File: config.mk
export PLATFORM = sky130hd
export DESIGN_NAME = sgr_mem
export DESIGN_NICKNAME = d
export VERILOG_FILES = /design/src/design/sgr_mem.sv
export SDC_FILE = /design/constraint.sdc
export NUM_CORES = 2
export LEC_CHECK = 0
export ABC_CLOCK_PERIOD_IN_PS = 5900
export BUFFER_PORTS_ARGS = -buffer_cell sky130_fd_sc_hd__buf_2
export CAP_MARGIN = 20
export CORE_MARGIN = 1.5
export CORE_UTILIZATION = 57
export CTS_CLUSTER_SIZE = 28
export DETAILED_ROUTE_END_ITERATION = 6
export GPL_TIMING_DRIVEN = 0
export PLACE_DENSITY = 0.76
export RECOVER_POWER = 50
export SETUP_SLACK_MARGIN = 0.2
export SYNTH_ARGS = -nofsm -noshare
export SYNTH_HDL_FRONTEND = slang
export SYNTH_SLANG_ARGS = --single-unit
File: constraint.sdc
create_clock -name aclk -period 5.9 [get_ports aclk]
set_clock_uncertainty 0.15 [all_clocks]
set_input_delay 0.885 -clock aclk [delete_from_list [all_inputs] [get_ports aclk]]
set_output_delay 0.885 -clock aclk [all_outputs]
set_load 0.01 [all_outputs]
File: src/design/sgr_mem.sv
// ----------------------------------------------------------------------------
// Sequence gap range table: entry memory
// One write port and one read port with registered read data.
// ----------------------------------------------------------------------------
`default_nettype none

module sgr_mem #(
    parameter int DEPTH = 64,
    parameter int WIDTH = 64
) (
    input  wire logic                     aclk,
    input  wire logic                     wr_en,
    input  wire logic [$clog2(DEPTH)-1:0] wr_addr,
    input  wire logic [WIDTH-1:0]         wr_data,
    input  wire logic [$clog2(DEPTH)-1:0] rd_addr,
    output logic      [WIDTH-1:0]         rd_data_reg
);
    logic [WIDTH-1:0] mem [DEPTH];

    // Write port.
    always_ff @(posedge aclk) begin
        if (wr_en) begin
            mem[wr_addr] <= wr_data;
        end
    end

    // Registered read port.
    always_ff @(posedge aclk) begin
        rd_data_reg <= mem[rd_addr];
    end

endmodule

`default_nettype wire

Yosys cells after proc, flatten, opt, wreduce, memory -nomap -nowiden --
Memories as Yosys holds them, arrays and structs flattened. A register that Yosys moved wholly into a read port is not among the register bits. Cells that the tools add are included.
Word-level totals: bits in registers 0, RAM bits 4096, input port bits 78, output and inout bits 64, logic and storage cells 3, memories kept 1
Cells by class: multiplexer cells 2
Memory list:
- mem | words 64, width 64, rd ports 1, clocked after memory_dff 1, wr ports 1, line 18 | logic [WIDTH-1:0] mem [DEPTH];
Operators with widths (number):
- two-way mux 1 bit | 2

Logic depth before layout (Yosys ltp) --
depth after elaboration 2, mapped depth 9, gate-level depth less buffers 5

Worst setup path before layout --
OpenSTA, ideal clock, no wires.
path kind in2reg, from in wr_addr[3], to mem mem[48][0], enable pin, library setup time 564 ps, data arrival time 5757 ps, required time 5186 ps, slack -571 ps, stages 4, buffers on the path 1, cells stage by stage clkbuf_1 > nor2b_1 > nand4b_1 > nor3_1
RTL lines:
- from (decl) | line 13 | input wire logic [$clog2(DEPTH)-1:0] wr_addr,
- to (decl) | line 18
Straight into the memory's write port.

==> results.md <==
* I/O pin total at 142
* Die Area at 277000 µm²
* Number of synthesized register bits at 4160
* Final worst path period share at 75.7%
* Fin. max-slew vios at 3219
* Gate Count Post-Synth at 6598
* TritonCTS Buffers at 395
* Required @ worst endpoint at 6.42 ns
* CTS resizes at 0
* Final ANT Viol Nets at 0
* Worst IR drop on VDD at 0.283 mV
* Post-Synth Adder-Cell Area at 0%
* Clk Latency, worst-skew pair at 0.93 ns
* Most used flip-flop cell after synthesis: edfxtp_1
* Mapped cell area at between 150000 and 200000 µm²
* Worst Tran Pin Value at 2.79 ns
* Wire length per cell at 39.0 µm
* Chip width at roughly 530 µm
* Startpoint types: input pin
* Final setup violating endpoints at 0
* DP HPWL at 269000 µm
* Mapped Avg Cell Area at between 20 and 25 µm²
* Post-Synth Simple-Gate Area at 1.24%
* Setup Crit Path Kind: in -> reg
* Yosys synthesis warning count at 0
* Xor and xnor area share after synthesis at 0%
* Vias at 80009
* Vias in the first global route at 80797
* Violated checks: DRC, capacitance limit, slew limit
* Final Core Density at roughly 65%
* Fraction of layout cells with a size suffix above 1 at approximately 28%
* Top-count cell post-synth: edfxtp_1
* Pin count of the biggest net entering global routing at 65
* Area grow syn2layout at 14.4%
* Clock buffer depth at 4
* F_max at around 220 MHz
* Status: complete, but fails checks
* Min cycle time layout at 4.47 ns
* Synth unique cells at 33
* Leakage power figure at between 50 and 60 nW
* CTS tree: built
* GRT met2 Usage at between 40% and 50%
* Yosys top cell area share at between 70% and 80%
* Gr usage total at 31.5%
* Gr busiest metal: met2
* # fillers at 16034
* Number of I/O port buffers at 133
* Clk slew on worst S/H paths at about 0.060 ns
* Worst slew margin at -86.2%
* MaxCap Viol Count at 70
* Antenna violations before repair at 43
* Final setup TNS at 0 ns
* Final Wtd Congestion at around 0.84
* Main combinational cell family by area after synthesis: multiplexers
* Ranking of synthesized cells by area: edfxtp_1 79%, mux4_2 15%, mux2i_1 0.86%
* Crit. End Element: flop
* Post-synthesis sequential area ratio at 79.5%
* Area fraction in compound gates after synthesis at 2.48%
* Ys async rst share at 0%
* Cell taking the most area after synthesis: edfxtp_1
* Met3 global-route usage at under 10%
* Initial Util at 57.2%
* HP Class: in -> reg
* Worst Path Max Fanout at 10
* Global-route wire length before repair at about 610000 µm
* Hold buffer count at CTS at 0
* Non-filler cells, final at 11301
* DR pass1 iterations at 7
* CORE AREA at between 200000 and 300000 µm²
* DRC viols at 2
* Remaining Overflow, GRT at 0
* Largest register FFs at 4096
* Synth top cells by count: 4096 x edfxtp_1, 1024 x mux4_2, 170 x buf_2, 168 x a22oi_1, 140 x clkbuf_1
* Die height at 527 µm
* Post-synth EDFFs at 4096
* Root Buffer: clkbuf_16
* Total placed cells including tap cells at 10501
* Post-CTS setup repair buffer count at 0
* CTS Sinks at 4160
* Layout net count at ~7500
* Pwr Density at 346 nW/µm²
* Detailed Route WL at 441000 µm
* Worst EP arrival at between 4 and 5 ns
* RSZ-0062 raised after global routing: no
* Drt initial violations at 13065
* Final hold violation count at 0
* GR met1 Demand/Resource at 40.4%
* Core Rows at ~190
* Dpl ws at 0.730 ns
* Setup ws final at 1.43 ns
* Post-synthesis mux area share at between 15 and 20%
* Via density per instance at 7.08
* H-tree levels at 5
* WHS at 0.191 ns
* Syn Nets at 6676
per-stage QoR:
step	power [W]	instance area (µm²)
4_1_cts	0.0618	179000
5_1_grt	0.0631	179000
2_1_floorplan	0.0350	156000
6_report	0.0619	179000
3_5_place_dp	0.0365	166000
3_3_place_gp	0.0364	162000
placed cells by master (no fill, tap or decap), types with 22 or more instances in the layout:
cell / n
o22ai_1: 83
bufinv_16: 49
nand2_1: 58
clkbuf_1: 321
and3_1: 64
buf_4: 42
nor2_1: 56
or3_1: 29
nand3_1: 45
mux4_2: 1024
a22o_1: 88
edfxtp_1: 4096
clkbuf_16: 406
a211oi_1: 63
a41oi_1: 26
clkinv_1: 90
a22oi_1: 168
dfxtp_1: 64
buf_16: 22
o221ai_1: 38
buf_2: 240
clkinv_2: 67
nor2b_1: 28
buf_12: 141
mux2i_1: 135
or2_2: 28
nor2_4: 56
cell type report:
class	instances	area (µm²)	share of cell area, %
sequential	4160	124000	69.5
multi-input combinational	2049	30600	17.1
clock buffer	472	10500	5.87
tap	3589	4490	2.51
timing repair buffer	377	4450	2.49
clock inverter	246	2540	1.42
buffer	370	1780	0.997
inverter	19	71.3	0.0399
antenna	19	47.5	0.0266
cells by family after synthesis:
group                  Yosys count
DFF                           4160
muxes                         1159
AOI/OAI and AO/OA              504
buffers and inverters          389
and+or+nand+nor                386
final timing paths:
| path | start | to | slack, ns | cells after the start |
|---|---|---|---|---|
| setup / recovery | rd_addr[0] | rd_data_reg[15] | 1.43 | 8 |
| hold reg to reg | mem[62][50] | rd_data_reg[50] | 0.78 | 4 |
| hold / removal | wr_data[54] | mem[31][54] | 0.19 | 1 |
| setup reg to reg | mem[43][58] | rd_data_reg[58] | 2.79 | 5 |
metal layers:
layer | routed length (µm) | part of all wire [%]
met1 | 141000 | 32
met2 | 210000 | 48
met3 | 61600 | 14
met4 | 28100 | 6.4
met5 | 166 | 0.038
worst max-delay path, cell delays in order:
cell      delay (ns)
buf_4           0.28
buf_2           0.82
buf_2           0.64
mux4_2          0.57
mux2i_1         0.25
o22ai_1         0.28
a31oi_1         0.92
a211oi_1        0.30
where the power goes:
group          leakage (nW)  total (W)  switching, W  internal, W
logic                  12.2    0.00326       0.00220      0.00106
clock network          6.36     0.0259        0.0110       0.0148
registers              37.4     0.0328     0.0000758       0.0328
Note: power is estimated with default switching activity, not from simulation.
