==> config.mk <==
export PLATFORM = sky130hd
export DESIGN_NAME = sgr_cmp
export DESIGN_NICKNAME = d
export VERILOG_FILES = /design/src/design/sgr_pkg.sv /design/src/design/sgr_cmp.sv
export SDC_FILE = /design/constraint.sdc
export NUM_CORES = 1
export LEC_CHECK = 0
export BUFFER_PORTS_ARGS = -buffer_cell sky130_fd_sc_hd__buf_4
export CORE_MARGIN = 2
export CORE_UTILIZATION = 59
export DETAILED_ROUTE_END_ITERATION = 16
export GPL_TIMING_DRIVEN = 0
export PLACE_DENSITY = 0.91
export SYNTH_ARGS = -nofsm -noshare
export SYNTH_HDL_FRONTEND = slang
export SYNTH_SLANG_ARGS = --single-unit
==> constraint.sdc <==
create_clock -name vclk -period 10.9
set_input_delay 3.27 -clock vclk [all_inputs]
set_output_delay 3.27 -clock vclk [all_outputs]
set_load 0.02 [all_outputs]
==> src/design/sgr_pkg.sv <==
// ----------------------------------------------------------------------------
// Sequence gap range table: shared definitions
// Status codes, field widths and the compare result type used by the table.
// ----------------------------------------------------------------------------
`default_nettype none

package sgr_pkg;

    localparam int SPAN_W   = 32;
    localparam int FIELD_W  = 32;
    localparam int OP_W     = 2;
    localparam int STATUS_W = 3;
    localparam int TDATA_W  = 72;

    localparam logic [OP_W-1:0] OP_ADD     = 2'd0;
    localparam logic [OP_W-1:0] OP_REMOVE  = 2'd1;
    localparam logic [OP_W-1:0] OP_EXTRACT = 2'd2;

    localparam logic [STATUS_W-1:0] ST_OK        = 3'd0;
    localparam logic [STATUS_W-1:0] ST_INVALID   = 3'd1;
    localparam logic [STATUS_W-1:0] ST_FULL      = 3'd2;
    localparam logic [STATUS_W-1:0] ST_DUPLICATE = 3'd3;
    localparam logic [STATUS_W-1:0] ST_OVL_BELOW = 3'd4;
    localparam logic [STATUS_W-1:0] ST_OVL_ABOVE = 3'd5;
    localparam logic [STATUS_W-1:0] ST_NOT_FOUND = 3'd6;
    localparam logic [STATUS_W-1:0] ST_EMPTY     = 3'd7;

    // Serial comparison of a against b.
    typedef struct packed {
        logic lt;
        logic eq;
    } cmp_t;

endpackage

`default_nettype wire

==> src/design/sgr_cmp.sv <==
// ----------------------------------------------------------------------------
// Sequence gap range table: serial comparator
// Wrap-aware comparison of two sequence numbers by one subtraction.
// ----------------------------------------------------------------------------
`default_nettype none

module sgr_cmp #(
    parameter int SEQ_BITS = 32
) (
    input  wire logic [SEQ_BITS-1:0] a,
    input  wire logic [SEQ_BITS-1:0] b,
    output sgr_pkg::cmp_t            res
);
    import sgr_pkg::*;

    logic [SEQ_BITS-1:0] diff;

    // a is below b when the top bit of the difference is set.
    always_comb begin
        diff   = a - b;
        res.lt = diff[SEQ_BITS-1];
        res.eq = (diff == '0);
    end

endmodule

`default_nettype wire

# == Yosys cells after proc, flatten, opt, wreduce, memory -nomap -nowiden ==
# Cells that the tools add are included.
# word_totals
inputBits,64
elab_cells,2
output_inout_bits,2
regBits,0
# classes
addsub,1
reduce_logical,1
# ops
cell,count
logical NOT 32 bit,1
subtractor 32 bit,1

# == Logic depth before layout (Yosys ltp) ==
# Gate-level depths: netlist of run 1.
# logic_depth
ltp_word,2
depth_mapped,13
mapped_depth_nobuf,13

# == Worst setup path before layout of run 1 ==
# No wires, ideal clock.
# synth_path
path_kind,in2out
startpoint,in a[0]
endpoint,out res[0] (netlist name)
slack_ns,1.523
required_ns,7.630
arrival_ns,6.107
cell_stages,13
path_cell_list,inv_1 > ha_1 > fa_1 > nand2_1 > a21oi_1 > o2111ai_1 > nor4_2 > o2111ai_1 > or4_1 > nor4_1 > o2111ai_1 > nand4b_1 > nor4_2
# synth_rtl
item,line_no,text
"start, declared",sgr_cmp.sv:10,"input wire logic [SEQ_BITS-1:0] a,"
"end, declared",sgr_cmp.sv:12,output sgr_pkg::cmp_t res

==> flow_summary.ini, run 1 <==
[finish]
n_antenna_cell = 0
final_cell_mix = buf_4, inv_1, a21oi_1
seq_cells = 0
areaGrowthSynthToFinish_pct = 27.2
finish.net_count = 470
seq_area_um2 = 0
clkbuf_count = 0
drive_gt1_frac = 0.228
final_common_cell = buf_4

[global_route]
grt_use_total = 0.299
antenna_found_initial = 1
grt_start_max_net_pins = 11
grt_pass1_wl_mm = 10.1
grt_pass1_vias = 2350
overflow = 0

[timing]
worst_slew_pin_slew_ns = 0.700
setup_violations = 0
finalSetupTns_ns = 0
hold_violations = 0
relSlewSlack = 0.529
min_period_ns = 9.78
min_period_over_period = 0.897
fmax_mhz = 102
maxSlewViolCount = 0
rsz0062_at_grt = no

[power_and_ir_drop]
power.switching_w = 0.0000812
p_int_w = 0.0000639
vdd_drop_max_mv = 0.0337
seq_power_share = 0
p_leak_nw = 1.27
switching_share = 0.560
powerDensity_nw_per_um2 = 56.1
clock_power_share = 0
comb_power_share = 1.000
total_power_w = 0.000145

[yosys]
netlist_instances = 306
synth-seq-area-share = 0
yosys_warnings = 0
ys_types = 55
synth_area_um2 = 2030
syn_nets = 402
syn_area_per_cell_um2 = 6.65

[clock_network]
cts_setup_buffers = 0
cts_resized = 0
cts_hold_buf = 0

[placement]
hpwl_mm = 4.93
io_buffers = 66
gp_congestion = 0.926

[routing]
routed_wirelength_mm = 5.89
wl_per_cell_um = 14.1
drt-initial-drc-count = 211
drtAntennaViolNets = 0
vias = 2617
first_pass_iters = 5
vias_per_cell = 6.26
post-route-drc-count = 0

[worst_hold_path]
whs_endpoint = res[1]
hold_start = a[31]
hold_class = input port to output pin
holdPathStages = 4

[floorplanning]
core-area_um2 = 3340
design.die.area_um2 = 3930
rows = 21
die_w_um = 62.7
num_io_pins = 66
die_h_um = 62.7
start_util = 0.610

[setup_path]
cp.required_ns = 7.63
end_kind = output pin
crit_type = input port to output pin
crit_fanout = 2
worst_setup_path_start_kind = input port
crit_arrival_ns = 6.51

[job]
drv_cap = 0

[outcome]
outcome = complete, no violations
-- how the worst max path moves through the flow --
stage	startpoint	end	slack [ns]	cells past startpoint
CTS	a[0]	res[0]	1.13	15
detailed placement	a[0]	res[0]	1.13	15
finish	a[0]	res[0]	1.12	15
global placement	a[0]	res[0]	1.19	15
global route	a[0]	res[0]	0.91	15
floorplan	a[0]	res[0]	1.52	13
-- power groups by stage --
| stage | registers, W | clock network [W] | logic (W) |
|---|---|---|---|
| after floorplan | 0 | 0 | 0.0000992 |
| after global placement | 0 | 0 | 0.000138 |
| after detailed placement | 0 | 0 | 0.000142 |
| after CTS | 0 | 0 | 0.000142 |
| after global routing | 0 | 0 | 0.000160 |
| final | 0 | 0 | 0.000145 |
-- cell usage after synthesis, types with 2 or more instances --
library cell | n | share of area
a211o_1 | 2 | 0.0086
a211oi_1 | 6 | 0.022
a21o_1 | 10 | 0.037
a21oi_1 | 32 | 0.079
a21oi_2 | 2 | 0.0086
a311oi_1 | 2 | 0.0086
a31oi_1 | 4 | 0.012
and3_1 | 4 | 0.012
buf_2 | 5 | 0.012
clkbuf_1 | 4 | 0.0074
ha_1 | 31 | 0.19
inv_1 | 36 | 0.066
mux2i_1 | 2 | 0.0098
nand2_1 | 25 | 0.046
nand2b_1 | 4 | 0.012
nand3_1 | 8 | 0.020
nand3b_1 | 2 | 0.0074
nand4_1 | 8 | 0.025
nor2_1 | 24 | 0.044
nor2b_1 | 3 | 0.0092
nor3_1 | 2 | 0.0049
nor3b_1 | 3 | 0.011
nor4_1 | 3 | 0.0092
nor4_2 | 2 | 0.012
o2111ai_1 | 5 | 0.022
o211ai_1 | 5 | 0.018
o21a_1 | 7 | 0.026
o21ai_0 | 10 | 0.025
o21ai_1 | 4 | 0.0098
o21bai_1 | 3 | 0.011
o22ai_1 | 4 | 0.012
o31ai_1 | 7 | 0.026
or3_1 | 2 | 0.0061
xnor2_1 | 8 | 0.034
xor2_1 | 7 | 0.030
-- critical path, cell delays in order --
cell	delay (ns)
buf_4	0.08
inv_1	0.03
ha_1	0.21
fa_1	0.49
nand2_1	0.07
a21oi_1	0.14
o2111ai_1	0.15
nor4_2	0.30
o2111ai_1	0.14
or4_1	0.48
nor4_1	0.34
o2111ai_1	0.16
nand4b_1	0.23
nor4_2	0.23
buf_4	0.18
-- metal layers --
| layer | GRT usage | share of wire | vias to the layer above |
|---|---|---|---|
| li1 | - | - | 1282 |
| met1 | 0.396 | 0.45 | 1197 |
| met2 | 0.544 | 0.47 | 122 |
| met3 | 0.0234 | 0.065 | 14 |
| met4 | 0.0333 | 0.015 | 2 |
| met5 | 0 | 0.0020 | - |
-- final cells by class --
cell class                      count  area [um^2]
Fill cell                         270          749
Timing Repair Buffer               66          495
Tap cell                           46         57.6
Buffer                             10         51.3
Inverter                           37          139
Multi-Input combinational cell    259         1840
-- through the flow --
step	instance area, um^2	hold slack (ns)	instances	setup slack [ns]	util
finish	2590	7.00	418	1.12	0.775
global route	2590	7.04	418	0.910	0.775
CTS	2590	7.00	418	1.13	0.775
detailed placement	2590	7.00	418	1.13	0.775
global placement	2590	6.99	418	1.19	0.775
floorplan	2030	6.82	306	1.52	-
-- logic make-up after synthesis --
kind of cell / share of synthesized area
AO/OA/AOI/OAI: 0.386
AND/OR/NAND/NOR: 0.240
buffers and inverters: 0.0935
adder cells (fa/ha/maj): 0.200
XOR/XNOR: 0.0646
multiplexers: 0.0154
Note: power is estimated with default switching activity, not from simulation.
==> run 2: changes to the inputs <==
--- a/config.mk
+++ b/config.mk
@@ -5,9 +5,10 @@
 export SDC_FILE = /design/constraint.sdc
 export NUM_CORES = 1
 export LEC_CHECK = 0
+export ABC_AREA = 1
 export BUFFER_PORTS_ARGS = -buffer_cell sky130_fd_sc_hd__buf_4
 export CORE_MARGIN = 2
-export CORE_UTILIZATION = 59
+export CORE_UTILIZATION = 62
 export DETAILED_ROUTE_END_ITERATION = 16
 export GPL_TIMING_DRIVEN = 0
 export PLACE_DENSITY = 0.91
==> flow_summary.ini, run 2 <==
[timing]
relSlewSlack = 0.743
hold_violations = 0
fmax_mhz = 115
setup_violations = 0
rsz0062_at_grt = no
layout_setup_ws_ns = 2.21
worst_slew_pin_slew_ns = 0.386
maxSlewViolCount = 0
min_period_over_period = 0.797
min_period_ns = 8.69
finalSetupTns_ns = 0
hold_slack_ns = 6.96

[yosys]
synth_top_area_frac = 0.287
synthMuxAreaShare = 0
synthAdderAreaFrac = 0.157
synth-simple-area-share = 0.549
synth_top_family_by_area = simple AND/OR/NAND/NOR gates
synth_compound_area_frac = 0.100
yosys-top-cells-area = nand2_1, inv_1, ha_1, nor2_1, nand3_1
syn_area_per_cell_um2 = 4.77
syn_nets = 641
synth_area_um2 = 2600
yosysTopAreaCell = nand2_1
synth.most_common_cell = nand2_1
netlist_top_cells_count = nand2_1, inv_1, nor2_1
synthXorXnorAreaFrac = 0.00674
ys_types = 26
netlist_instances = 545
yosys_warnings = 0
synth-seq-area-share = 0

[global_route]
antenna_found_initial = 0
grt_use_total = 0.319
grt_pass1_wl_mm = 11.9
grt_start_max_net_pins = 8
grt_pass1_vias = 3027
overflow = 0

[placement]
hpwl_mm = 6.49
dpl_cell_area_um2 = 3160
place_ws_ns = 2.22
dpl.cell_count = 661
io_buffers = 66
gp_congestion = 0.953

[floorplanning]
design.die.area_um2 = 4730
die_w_um = 68.8
num_io_pins = 66
die_h_um = 68.8
start_util = 0.645
rows = 23
core-area_um2 = 4030

[power_and_ir_drop]
p_int_w = 0.0000624
switching_share = 0.608
vdd_drop_max_mv = 0.0307
clock_power_share = 0
comb_power_share = 1.000
seq_power_share = 0
power.switching_w = 0.0000970
powerDensity_nw_per_um2 = 50.5
p_leak_nw = 2.05

[setup_path]
crit_arrival_ns = 5.42
crit_chain = buf_4, inv_1, ha_1, fa_1, inv_1, nand2_1, nand2_1, nand3_1, nand2_2, nand2_1, nand2_1, nand2_1, nand3_1, nand4_1, nor2_1, nand2_1, nor2_1, buf_4
crit_fanout = 4
max_stage_delay_ns = 0.39
cp_common_cell = nand2_1
crit_type = input port to output pin
slowest_stage = fa_1
worst_setup_path_start_kind = input port
end_kind = output pin
cp.required_ns = 7.63

[routing]
vias_per_cell = 5.21
first_pass_iters = 5
post-route-drc-count = 0
vias = 3446
routed_wirelength_mm = 7.29
drt-initial-drc-count = 296
wl_per_cell_um = 11.0
drtAntennaViolNets = 0

[finish]
seq_cells = 0
multi_input_area_um2 = 2110
stdcell_area_um2 = 3160
areaGrowthSynthToFinish_pct = 21.5
fin_cells = 661
clkbuf_count = 0
seq_area_um2 = 0
finish.net_count = 709
fillers = 351
drive_gt1_frac = 0.151
n_antenna_cell = 0
final_cell_mix = nand2_1, inv_1, buf_4
final_common_cell = nand2_1

[job]
drv_cap = 0

[clock_network]
cts_resized = 0
cts_hold_buf = 0
cts_setup_buffers = 0

[worst_hold_path]
hold_class = input port to output pin

[outcome]
outcome = complete, no violations
-- run 2: cell families (layout without fill, tap and decap cells) --
family | count (synthesis) | after routing
buffers and inverters | 130 | 196
and+or+nand+nor | 334 | 334
xor gates and xnor gates | 2 | 2
AOI/OAI and AO/OA | 47 | 47
adders and majority gates | 32 | 32
-- run 2: cell type report --
cell class,instances,area share
inverters,130,0.155
repair buffers,66,0.157
multi-input cells,415,0.669
well taps,50,0.0198
-- run 2: worst paths after layout --
check / startpoint / cells past startpoint / slack [ns] / end
min: a[31] / 5 / 6.96 / res[1]
max: a[0] / 18 / 2.21 / res[0]
-- run 2: power groups by stage --
stage               combinational [W]  sequential, W  clock (W)
floorplan                    0.000110              0          0
global placement             0.000151              0          0
detailed placement           0.000156              0          0
CTS                          0.000156              0          0
global route                 0.000180              0          0
finish                       0.000159              0          0
-- run 2: stage by stage --
| stage | power, W | utilization |
|---|---|---|
| floorplan | 0.000110 | - |
| global placement | 0.000151 | 0.784 |
| detailed placement | 0.000156 | 0.784 |
| CTS | 0.000156 | 0.784 |
| global route | 0.000180 | 0.784 |
| finish | 0.000159 | 0.784 |
-- run 2: worst max-delay path: cells and delay by family --
family,cells,cell delay (ns)
buf+inv,4,0.37
simple gates,12,1.19
fa+ha+maj,2,0.59
-- run 2: layer usage --
metal / vias to the layer above / wire, um / GRT usage
met5: - / 0 / 0
met4: 0 / 67 / 0.0441
met3: 12 / 580 / 0.0244
met2: 158 / 3400 / 0.582
met1: 1474 / 3240 / 0.417
li1: 1802 / - / -
==> run 3: changes to the inputs <==
--- a/config.mk
+++ b/config.mk
@@ -8,10 +8,10 @@
 export ABC_AREA = 1
 export BUFFER_PORTS_ARGS = -buffer_cell sky130_fd_sc_hd__buf_4
 export CORE_MARGIN = 2
-export CORE_UTILIZATION = 62
+export CORE_UTILIZATION = 57
 export DETAILED_ROUTE_END_ITERATION = 16
 export GPL_TIMING_DRIVEN = 0
-export PLACE_DENSITY = 0.91
+export PLACE_DENSITY = 0.85
 export SYNTH_ARGS = -nofsm -noshare
 export SYNTH_HDL_FRONTEND = slang
 export SYNTH_SLANG_ARGS = --single-unit
==> constraint.sdc (replaced) <==
create_clock -name vclk -period 8.9
set_input_delay 2.67 -clock vclk [all_inputs]
set_output_delay 2.67 -clock vclk [all_outputs]
set_load 0.02 [all_outputs]
==> flow_summary.ini, run 3 (same netlist as run 2, synthesis figures left out) <==
[finish]
areaGrowthSynthToFinish_pct = 21.6
multi_input_area_um2 = 2110
drive_gt1_frac = 0.151
final_common_cell = nand2_1
clkbuf_count = 0
seq_area_um2 = 0
fillers = 434
n_antenna_cell = 0
final_cell_mix = nand2_1, inv_1, buf_4
seq_cells = 0
finish.net_count = 709

[floorplanning]
num_io_pins = 66
die_h_um = 71.5
design.die.area_um2 = 5120
start_util = 0.593
die_w_um = 71.5
rows = 24
core-area_um2 = 4380

[setup_path]
worst_setup_path_start_kind = input port
crit_type = input port to output pin
slowest_stage = fa_1
crit_fanout = 4
cp.required_ns = 6.23
crit_chain = buf_4, inv_1, ha_1, fa_1, inv_1, nand2_1, nand2_1, nand3_1, nand2_2, nand2_1, nand2_1, nand2_1, nand3_1, nand4_1, nor2_1, nand2_1, nor2_1, buf_4
cp_common_cell = nand2_1
end_kind = output pin
max_stage_delay_ns = 0.40
crit_arrival_ns = 4.87

[routing]
wl_per_cell_um = 11.3
first_pass_iters = 5
drtAntennaViolNets = 0
post-route-drc-count = 0
vias = 3474
routed_wirelength_mm = 7.51
vias_per_cell = 5.24
drt-initial-drc-count = 213

[timing]
min_period_ns = 7.54
min_period_over_period = 0.847
finalSetupTns_ns = 0
layout_setup_ws_ns = 1.36
setup_violations = 0
maxSlewViolCount = 0
fmax_mhz = 133
relSlewSlack = 0.743
worst_slew_pin_slew_ns = 0.385
hold_violations = 0
rsz0062_at_grt = no

[global_route]
antenna_found_initial = 0
overflow = 0
grt_start_max_net_pins = 8
use_met1 = 0.384
grt_pass1_vias = 3097
grt-busiest-layer = met2
use_met3 = 0.0323
grt_pass1_wl_mm = 12.6
grt.met2_usage = 0.531
grt_use_total = 0.295

[outcome]
outcome = complete, no violations

[clock_network]
cts_hold_buf = 0
cts_setup_buffers = 0
cts_resized = 0

[power_and_ir_drop]
powerDensity_nw_per_um2 = 62.0
p_leak_nw = 2.05
vdd_drop_max_mv = 0.0365

[placement]
place_ws_ns = 1.39
hpwl_mm = 6.74
io_buffers = 66
gp_congestion = 0.940

[worst_hold_path]
holdPathStages = 5
hold_class = input port to output pin

[job]
drv_cap = 0
[run 3: cell counts in the layout (fill, tap and decap cells not counted)]
No cell type changed its count.
[run 3: path summary, 6_finish.rpt]
kind | from | endpoint | slack (ns)
worst max-delay path | a[0] | res[0] | 1.36
worst min-delay path | a[31] | res[1] | 5.76
[run 3: power by group]
part / switching (W) / internal (W)
combinational: 0.000119 / 0.0000766
clock: 0 / 0
sequential: 0 / 0
[run 3: through the flow]
step	area (um^2)	hold WS (ns)	total power [W]	instances	utilization
after floorplan	2600	5.56	0.000135	545	-
after global placement	3160	5.76	0.000186	663	0.721
after detailed placement	3160	5.76	0.000192	663	0.721
after CTS	3160	5.76	0.000193	663	0.721
after global routing	3160	5.81	0.000221	663	0.721
final	3160	5.76	0.000196	663	0.721
[run 3: critical path, delay by kind of cell]
kind,cells,cell delay [ns]
buffers and inverters,4,0.36
adders and majority gates,2,0.61
and+or+nand+nor,12,1.22
[run 3: cell type report]
cell class,count,area share
multi-input cells,415,0.668
repair buffers,66,0.157
inverters,130,0.154
well taps,52,0.0206
[run 3: per-layer routing]
layer | part of all wire | wire length (um)
met1 | 0.42 | 3180
met3 | 0.10 | 750
met5 | 0 | 0
met2 | 0.47 | 3500
met4 | 0.011 | 80
